`config.mk`:
```
export PLATFORM = sky130hd
export DESIGN_NAME = base64_stream_codec
export DESIGN_NICKNAME = d
export VERILOG_FILES = /design/src/rtl/core/b64sc_pkg.sv /design/src/rtl/core/b64sc_step.sv /design/src/rtl/core/base64_stream_codec.sv
export SDC_FILE = /design/constraint.sdc
export NUM_CORES = 1
export LEC_CHECK = 0
export BUFFER_PORTS_ARGS = -buffer_cell sky130_fd_sc_hd__clkbuf_2
export CELL_PAD_IN_SITES_DETAIL_PLACEMENT = 0
export CELL_PAD_IN_SITES_GLOBAL_PLACEMENT = 2
export CORE_MARGIN = 2
export CORE_UTILIZATION = 39
export DETAILED_ROUTE_END_ITERATION = 12
export PLACE_DENSITY_LB_ADDON = 0.1
export SYNTH_ARGS = -nofsm -noshare
export SYNTH_HDL_FRONTEND = slang
export SYNTH_HIERARCHICAL = 1
export SYNTH_SLANG_ARGS = --single-unit
```
`constraint.sdc`:
```
create_clock -name clk -period 6 [get_ports clk]
set_input_delay 0.9 -clock clk [delete_from_list [all_inputs] [get_ports clk]]
set_output_delay 0.9 -clock clk [all_outputs]
set_load 0.05 [all_outputs]
```
`src/rtl/core/b64sc_pkg.sv`:
```
`default_nettype none

package b64sc_pkg;

	// mode register codes
	localparam logic [1:0] MODE_ENC_RAW    = 2'd0;
	localparam logic [1:0] MODE_ENC_PAD    = 2'd1;
	localparam logic [1:0] MODE_DECODE     = 2'd2;
	localparam logic [1:0] MODE_DECODE_ALT = 2'd3;

	// position within a four-character group
	localparam logic [1:0] PH_0 = 2'd0;
	localparam logic [1:0] PH_1 = 2'd1;
	localparam logic [1:0] PH_2 = 2'd2;
	localparam logic [1:0] PH_3 = 2'd3;

	localparam logic [7:0] CHAR_PAD   = 8'h3D;
	localparam logic [7:0] CHAR_PLUS  = 8'h2B;
	localparam logic [7:0] CHAR_SLASH = 8'h2F;
	localparam logic [5:0] VAL_PLUS   = 6'd62;
	localparam logic [5:0] VAL_SLASH  = 6'd63;

	localparam int MAX_RESULTS = 4;

	typedef struct packed {
		logic [7:0] data_byte;
		logic       last_byte;
	} in_t;

	typedef struct packed {
		logic [7:0] out_byte;
		logic       run_end;
		logic       bad_char;
		logic       truncated;
	} out_t;

	typedef struct packed {
		logic [1:0] group_phase;
		logic [3:0] carry_bits;
		logic [5:0] first_six;
		logic       pad_skip;
		logic       bad_seen;
	} codec_state_t;

	// results caused by one request
	typedef struct packed {
		logic [MAX_RESULTS-1:0][7:0] chars;
		logic [2:0]                  count;
		logic                        trunc;
	} batch_t;

	typedef struct packed {
		logic       ok;
		logic [5:0] val;
	} dec_t;

	function automatic logic [7:0] enc6(input logic [5:0] v);
		logic [7:0] w;
		w = {2'b00, v};
		if (v < 6'd26)
			return 8'h41 + w;
		else if (v < 6'd52)
			return 8'h61 + w - 8'd26;
		else if (v < VAL_PLUS)
			return 8'h30 + w - 8'd52;
		else if (v == VAL_PLUS)
			return CHAR_PLUS;
		else
			return CHAR_SLASH;
	endfunction

	function automatic dec_t dec6(input logic [7:0] c);
		dec_t d;
		d.ok = 1'b1;
		if (c >= 8'h41 && c <= 8'h5A)
			d.val = 6'(c - 8'h41);
		else if (c >= 8'h61 && c <= 8'h7A)
			d.val = 6'(c - 8'h61 + 8'd26);
		else if (c >= 8'h30 && c <= 8'h39)
			d.val = 6'(c - 8'h30 + 8'd52);
		else if (c == CHAR_PLUS)
			d.val = VAL_PLUS;
		else if (c == CHAR_SLASH)
			d.val = VAL_SLASH;
		else begin
			d.ok  = 1'b0;
			d.val = VAL_SLASH;
		end
		return d;
	endfunction

endpackage

`default_nettype wire

```
`src/rtl/core/b64sc_step.sv`:
```
`default_nettype none

// next state and result batch for one request
module b64sc_step (
	input  wire logic [1:0]             mode,
	input  wire b64sc_pkg::codec_state_t state,
	input  wire b64sc_pkg::in_t          item,
	output b64sc_pkg::codec_state_t      next_state,
	output b64sc_pkg::batch_t            batch
);
	import b64sc_pkg::*;

	logic       decode;
	logic       padded;
	logic [1:0] ph;
	logic [7:0] b;
	dec_t       d;

	assign decode = (mode == MODE_DECODE) || (mode == MODE_DECODE_ALT);
	assign padded = (mode == MODE_ENC_PAD);
	assign b      = item.data_byte;
	assign d      = dec6(b);

	always_comb begin
		next_state  = state;
		batch.chars = '0;
		batch.count = 3'd0;
		batch.trunc = 1'b0;
		ph          = state.group_phase;

		if (!decode) begin
			if (ph == PH_3)
				ph = PH_0;
			case (ph)
				PH_0: begin
					batch.chars[0]         = enc6(b[7:2]);
					batch.count            = 3'd1;
					next_state.carry_bits  = {2'b00, b[1:0]};
					next_state.group_phase = PH_1;
					if (item.last_byte) begin
						batch.chars[1] = enc6({b[1:0], 4'b0000});
						batch.chars[2] = CHAR_PAD;
						batch.chars[3] = CHAR_PAD;
						batch.count    = padded ? 3'd4 : 3'd2;
					end
				end
				PH_1: begin
					batch.chars[0]         = enc6({state.carry_bits[1:0], b[7:4]});
					batch.count            = 3'd1;
					next_state.carry_bits  = b[3:0];
					next_state.group_phase = PH_2;
					if (item.last_byte) begin
						batch.chars[1] = enc6({b[3:0], 2'b00});
						batch.chars[2] = CHAR_PAD;
						batch.count    = padded ? 3'd3 : 3'd2;
					end
				end
				default: begin
					batch.chars[0]         = enc6({state.carry_bits, b[7:6]});
					batch.chars[1]         = enc6(b[5:0]);
					batch.count            = 3'd2;
					next_state.carry_bits  = 4'd0;
					next_state.group_phase = PH_0;
				end
			endcase
		end else if (ph == PH_3 && state.pad_skip) begin
			next_state.pad_skip    = 1'b0;
			next_state.group_phase = PH_0;
		end else if ((ph == PH_2 || ph == PH_3) && b == CHAR_PAD) begin
			// padding ends the group; at position 2 the following char is dropped
			next_state.pad_skip    = (ph == PH_2);
			next_state.group_phase = (ph == PH_2) ? PH_3 : PH_0;
		end else begin
			if (!d.ok)
				next_state.bad_seen = 1'b1;
			case (ph)
				PH_0: begin
					next_state.first_six   = d.val;
					next_state.pad_skip    = 1'b0;
					next_state.group_phase = PH_1;
					if (item.last_byte) begin
						batch.count = 3'd1;
						batch.trunc = 1'b1;
					end
				end
				PH_1: begin
					batch.chars[0]         = {state.first_six, d.val[5:4]};
					batch.count            = 3'd1;
					next_state.carry_bits  = d.val[3:0];
					next_state.group_phase = PH_2;
				end
				PH_2: begin
					batch.chars[0]         = {state.carry_bits, d.val[5:2]};
					batch.count            = 3'd1;
					next_state.carry_bits  = {2'b00, d.val[1:0]};
					next_state.group_phase = PH_3;
				end
				default: begin
					batch.chars[0]         = {state.carry_bits[1:0], d.val};
					batch.count            = 3'd1;
					next_state.carry_bits  = 4'd0;
					next_state.group_phase = PH_0;
				end
			endcase
		end

		if (item.last_byte) begin
			next_state.group_phase = PH_0;
			next_state.carry_bits  = 4'd0;
			next_state.first_six   = 6'd0;
			next_state.pad_skip    = 1'b0;
		end
	end

endmodule

`default_nettype wire

```
`src/rtl/core/base64_stream_codec.sv`:
```
`default_nettype none

// base64 stream codec, one byte per request on the item channel
// item channel: item_valid / item_stall, payload item (data_byte, last_byte)
// result channel: result_valid / result_stall, payload result (out_byte,
//   run_end, bad_char, truncated), one result per cycle at most
// config channel: cfg_valid / cfg_ready, cfg_data is the mode register
//   (0 raw encode, 1 padded encode, 2 or 3 decode); cfg_ready is always high,
//   write it only while no request is in flight
// a request yields zero to four results; the last one carries run_end
// the first result of an accepted request passes the batch register, then the
//   result register; a request holds the batch register until all its results
//   have moved on, and one with no results does not load it; plain encode
//   gives four results per three bytes (two for the byte that closes a group),
//   decode at most one a character, a final padded byte four
// the batch register is refilled in the cycle its last result moves out, so
//   a new request is taken while the previous result still sits in the
//   result register
// reset clears mode, group position, leftover bits and the sticky error flag;
//   no result is valid after reset
// when the receiver stalls the result register holds, the batch backs up and
//   item_stall rises until the batch can drain again
module base64_stream_codec (
	input  wire logic            clk,
	input  wire logic            arst_n,
	input  wire logic            item_valid,
	output logic                 item_stall,
	input  wire b64sc_pkg::in_t  item,
	output logic                 result_valid,
	input  wire logic            result_stall,
	output b64sc_pkg::out_t      result,
	input  wire logic            cfg_valid,
	output logic                 cfg_ready,
	input  wire logic [1:0]      cfg_data
);
	import b64sc_pkg::*;

	// configuration and codec state
	logic [1:0]   mode_q;
	codec_state_t state_q;
	codec_state_t next_state;
	batch_t       step_batch;

	// batch register: pending results of the latest request
	logic [MAX_RESULTS-1:0][7:0] chars_s1;
	logic [1:0]                  last_idx_s1;
	logic [1:0]                  idx_s1;
	logic                        bad_s1;
	logic                        trunc_s1;
	logic                        batch_valid_s1;

	// result register
	out_t res_s2;
	logic res_valid_s2;

	logic accept;
	logic out_free;
	logic move;
	logic last_move;

	assign cfg_ready = 1'b1;

	b64sc_step u_step (
		.mode       (mode_q),
		.state      (state_q),
		.item       (item),
		.next_state (next_state),
		.batch      (step_batch)
	);

	// handshake glue
	assign out_free   = !res_valid_s2 || !result_stall;
	assign move       = batch_valid_s1 && out_free;
	assign last_move  = move && (idx_s1 == last_idx_s1);
	assign item_stall = batch_valid_s1 && !last_move;
	assign accept     = item_valid && !item_stall;

	assign result_valid = res_valid_s2;
	assign result       = res_s2;

	always_ff @(posedge clk or negedge arst_n) begin
		if (!arst_n) begin
			mode_q <= MODE_ENC_RAW;
		end else if (cfg_valid && cfg_ready) begin
			mode_q <= cfg_data;
		end
	end

	// state moves on every accepted request, even one with no results
	always_ff @(posedge clk or negedge arst_n) begin
		if (!arst_n) begin
			state_q <= '0;
		end else if (accept) begin
			state_q <= next_state;
		end
	end

	always_ff @(posedge clk or negedge arst_n) begin
		if (!arst_n) begin
			batch_valid_s1 <= 1'b0;
			idx_s1         <= 2'd0;
		end else if (accept && step_batch.count != 3'd0) begin
			batch_valid_s1 <= 1'b1;
			idx_s1         <= 2'd0;
		end else if (last_move) begin
			batch_valid_s1 <= 1'b0;
		end else if (move) begin
			idx_s1 <= idx_s1 + 2'd1;
		end
	end

	// batch payload, no reset needed
	always_ff @(posedge clk) begin
		if (accept && step_batch.count != 3'd0) begin
			chars_s1    <= step_batch.chars;
			last_idx_s1 <= 2'(step_batch.count - 3'd1);
			bad_s1      <= next_state.bad_seen;
			trunc_s1    <= step_batch.trunc;
		end
	end

	always_ff @(posedge clk or negedge arst_n) begin
		if (!arst_n) begin
			res_valid_s2 <= 1'b0;
		end else if (move) begin
			res_valid_s2 <= 1'b1;
		end else if (out_free) begin
			res_valid_s2 <= 1'b0;
		end
	end

	// truncation is only ever a single-result batch, so it rides on that one
	always_ff @(posedge clk) begin
		if (move) begin
			res_s2.out_byte  <= chars_s1[idx_s1];
			res_s2.run_end   <= (idx_s1 == last_idx_s1);
			res_s2.bad_char  <= bad_s1;
			res_s2.truncated <= trunc_s1 && (idx_s1 == last_idx_s1);
		end
	end

	// read pointer never runs past the end of the batch
	a_idx_bound: assert property (@(posedge clk) disable iff (!arst_n)
		batch_valid_s1 |-> idx_s1 <= last_idx_s1)
		else $error("batch read pointer past last result");

	// a final byte returns the group to its start
	a_last_clears: assert property (@(posedge clk) disable iff (!arst_n)
		accept && item.last_byte |=> state_q.group_phase == PH_0 && !state_q.pad_skip)
		else $error("group state not cleared after final byte");

	// the invalid-character flag is sticky
	a_bad_sticky: assert property (@(posedge clk) disable iff (!arst_n)
		state_q.bad_seen |=> state_q.bad_seen)
		else $error("sticky error flag dropped");

	// a truncation report always closes its request
	a_trunc_end: assert property (@(posedge clk) disable iff (!arst_n)
		res_valid_s2 && res_s2.truncated |-> res_s2.run_end)
		else $error("truncated result without run_end");

endmodule

`default_nettype wire

```
==> impl_results.md <==
- Ranking of synthesized cells by area: edfxtp_1, dfrtp_1, ha_1, a21oi_1, o21ai_0
- Number of H-tree branching levels: 3
- Maximum number of pins on one net before global-route repair: 39
- Switching pwr: 0.00100 W
- Maximum buffer depth of the clock tree: 2
- Lkg Pwr: around 2.3 nW
- Final hold violation count: 0
- Count of flip-flops with a built-in enable after synthesis: between 40 and 50
- Critical path peak fanout: 38
- Number of violations of the max-capacitance limit: 0
- Standard-cell row count: 44
- Number of register bits inferred by synthesis: 67
- Sequential area share after synthesis: 33.6%
- Quantity of hold-fixing buffers added after cts: 0
- Vias: around 5100
- Count of instances resized after the clock tree is built: 0
- FILL cells: 1440
- Pre-CTS setup slack: 1.59 ns
- Power per cell area: roughly 390 mW/mm^2
- Launching element of the worst setup path: item[8]
- Final setup violation count: 0
- Share of total power consumed by net switching: between 40% and 50%
- Critical Setup Path Class: in -> reg
- Critical path launch point type: primary input
- Setup slack of the most critical reg-to-reg path: approximately 2.3 ns
- Multi-input gate area in the final layout: between 0.003 and 0.004 sq mm
- Number of nets in the finished design: slightly below 700
- Fraction of synthesized cell area taken by the top area cell type: between 20% and 30%
- Arrival time worst endpoint: ~4 ns
- R2R Path End: chars_s1[17]$_DFFE_PP_
- Utilization after layout: a little over two fifths
- Register share of total power: 34.9%
- Top-level port count: 30
- Unrepaired setup endpoints after global routing: no
- Number of distinct library cell variants in the gate-level netlist after synthesis: 68
- Worst IR Drop VDD: 0.153 mV
- First-pass detailed-route iteration total: 5
- Global-route wire length before repair: 28.4 mm
- Share of the cycle needed by the critical path after routing: about two thirds
- Clock Skew: approximately 0.0082 ns
- Number of I/O port buffers: 28
- Fin area: 0.00604 sq mm
- Final weighted congestion in routability-driven placement: 0.890
- Sequential cell area in the final layout: between 0.0015 and 0.002 sq mm
- Starting utilization of the core area: between 30% and 40%
- Fraction of layout cells with a size suffix above 1: 12.3%
- Minimum hold slack: between 0.4 and 0.5 ns
- Worst setup margin: 1.90 ns
- Area after DPL: around 0.0058 sq mm
- Number of buffers inserted during clock tree synthesis: 9
- Measured slew at the worst slew-check pin: 1.21 ns
- HPWL after DPL: between 10 and 15 mm
- Count of synthesis-stage warnings from yosys: 6
- Capturing instance or port of the critical path: chars_s1[17]$_DFFE_PP_
- Mean instance size in the synthesized netlist: just under 9 sq um
- TritonCTS sink count: 67
- Syn Inst Count: 650
- Path type of the worst min-delay path: reg -> reg
- Area of the die: between 0.015 and 0.02 sq mm
- Inserted Diodes: 0
- Synthesis-to-finish area growth: 6.20%
- Relative slew slack: about a fifth
- Internal portion of total power: around 0.0014 W
- Cell-by-cell listing of the critical path: clkbuf_2 -> clkinv_1 -> ha_1 -> nand4_1 -> a21oi_1 -> or2_2 -> o21ai_0 -> inv_1 -> ha_1 -> nand2b_1 -> nor2b_4
- Most common flop cell mapped by yosys: edfxtp_1
- Vias in the first global route: just under 5000
- Share of total power in the clock network: 18.9%
- Clock root cell: clkbuf_16
- Number of DRC violations after detailed-routing iteration 0: 411
- Most frequent CP cell: ha_1
- Antenna Nets Post-Route: 0
- Drt wl/cell: roughly 22 um
- Pins over their slew limit: 0
- Final Critical Period: ~4.1 ns
- Logic depth of the worst register-to-register path: 11
- Ys async rst share: ~30%
- Count of unresolved DRC violations after routing: 0
- Area leader, netlist: edfxtp_1
- Post-CTS setup buffers: 0
- Combinational Power Share: about 46%
- Slowest cell on the critical path: nor2b_4
- Post-CTS clock slew at the launch and capture registers of the worst setup and hold paths: approximately 0.05 ns
- Highest clock rate: around 240 MHz
- Setup_tns: 0 ns
- Synthesized cell area: about 0.0057 sq mm
- Crit end category: flop
- Critical Path RT: about 5.9 ns
- Vias per cell: a little over 6
- Run status: complete, no violations
- Initial antenna violation count: 1
- Die extent in y: 125 um
- Overall die width: between 100 and 150 um
- Overall routed net length: between 15 and 20 mm
- Final global-route overflow total: 0
- Worst flop-to-flop path startpoint: state_q[12]$_DFFE_PN0P_
- Worst-Skew Late Latency: about 0.32 ns
- TritonCTS clock tree: yes
- Delay of the slowest cell on the worst path: around 0.8 ns
- Global-route total usage across every layer: approximately 23%
- Floorplan Core Area: 0.0144 sq mm
-- how the worst min path moves through the flow --
| stage | end | start | slack (ns) | cells past startpoint |
|---|---|---|---|---|
| after floorplan | result[1]$_DFFE_PP_ | bad_s1$_DFFE_PP_ | 0.40 | 0 |
| after global placement | result[1]$_DFFE_PP_ | bad_s1$_DFFE_PP_ | 0.40 | 0 |
| after detailed placement | result[1]$_DFFE_PP_ | bad_s1$_DFFE_PP_ | 0.41 | 0 |
| after CTS | result[1]$_DFFE_PP_ | bad_s1$_DFFE_PP_ | 0.42 | 0 |
| after global routing | result[1]$_DFFE_PP_ | bad_s1$_DFFE_PP_ | 0.42 | 0 |
| final | result[1]$_DFFE_PP_ | bad_s1$_DFFE_PP_ | 0.42 | 0 |
-- metrics by stage --
stage | instances | total power, W
3_5_place_dp | 812 | 0.00191
3_3_place_gp | 812 | 0.00191
2_1_floorplan | 655 | 0.00164
5_1_grt | 828 | 0.00251
4_1_cts | 828 | 0.00237
6_report | 828 | 0.00236
-- logic make-up after synthesis --
family	Yosys count	synth area share, %
buffers and inverters	83	7.22
AOI/OAI and AO/OA	209	24.4
DFF	67	33.6
other	2	0.132
adders and majority gates	29	6.38
muxes	29	7.26
and+or+nand+nor	213	18.2
xor gates and xnor gates	18	2.77
-- metal layers --
layer | up-vias | wire (um) | part of all wire (%) | global-route usage, %
met3 | 24 | 669 | 3.7 | 3.05
met5 | - | 17 | 0.095 | 0
met2 | 137 | 8630 | 48 | 38.4
met1 | 2553 | 8240 | 46 | 31.4
li1 | 2407 | - | - | -
met4 | 2 | 318 | 1.8 | 6.01
-- cells in the mapped netlist, types with 3 or more instances --
cell and number:
edfxtp_1 47, a21boi_0 3, mux2_2 18, ha_1 29
a211oi_1 18, o31ai_1 7, buf_2 7, nand2_1 58
a21o_1 9, buf_6 4, xnor2_1 13, dfrtp_1 20
nor2_1 53, and2_1 5, o21ai_0 46, nor2b_1 8
or3_1 4, a21oi_1 53, nor4_1 5, a221o_1 7
nand4_1 6, nand3_1 25, o211ai_1 9, a311oi_1 4
nor3_1 19, buf_1 3, buf_4 16, and3_1 9
mux2i_1 3, a31oi_1 13, inv_1 24, a221oi_1 5
o22ai_1 6, clkbuf_1 27, nand2b_1 7, xor2_1 5
o32ai_1 3, a22oi_1 4, mux4_2 8
-- placed cells by master, fill, tap and decap left out, types with 6 or more instances in the layout --
cell       instances
a211oi_1          18
a21o_1             9
a21oi_1           53
a221o_1            7
a31oi_1           13
and3_1             9
clkbuf_16          9
clkbuf_2          28
conb_1             7
dfrtp_1           20
edfxtp_1          47
ha_1              29
inv_1             24
mux2_2            18
mux4_2             8
nand2_1           58
nand2b_1           7
nand3_1           25
nand4_1            6
nor2_1            53
nor2b_1            7
nor3_1            19
o211ai_1           9
o21ai_0           46
o22ai_1            6
o31ai_1            7
xnor2_1           13
-- critical path: cells and delay by family --
family	cells	cell delay (ns)
adder cells (fa/ha/maj)	2	0.56
AND/OR/NAND/NOR	4	1.49
AO/OA/AOI/OAI	2	0.33
buffers and inverters	3	0.74
-- flip-flops by register name (all words and copies together) (netlist names) --
register	count
bad_s1	1
chars_s1	32
last_idx_s1	2
trunc_s1	1
result	11
state_q	14
mode_q	2
result_valid	1
idx_s1	2
batch_valid_s1	1
-- cell type report --
cell class | count | share of cell area (%)
clock inverter | 4 | 0.290
sequential | 67 | 31.6
clock buffer | 12 | 3.91
inverter | 26 | 1.62
timing repair buffer | 30 | 2.57
multi-input combinational | 505 | 56.2
tap | 184 | 3.81
-- power groups by stage --
stage                     combinational [W]  clock (W)  sequential [W]
after global routing                0.00118   0.000484        0.000846
after detailed placement            0.00108          0        0.000835
after CTS                           0.00108   0.000457        0.000827
after global placement              0.00108          0        0.000832
after floorplan                    0.000759          0        0.000884
final                               0.00109   0.000446        0.000823
(Power assumes the default switching activity.)
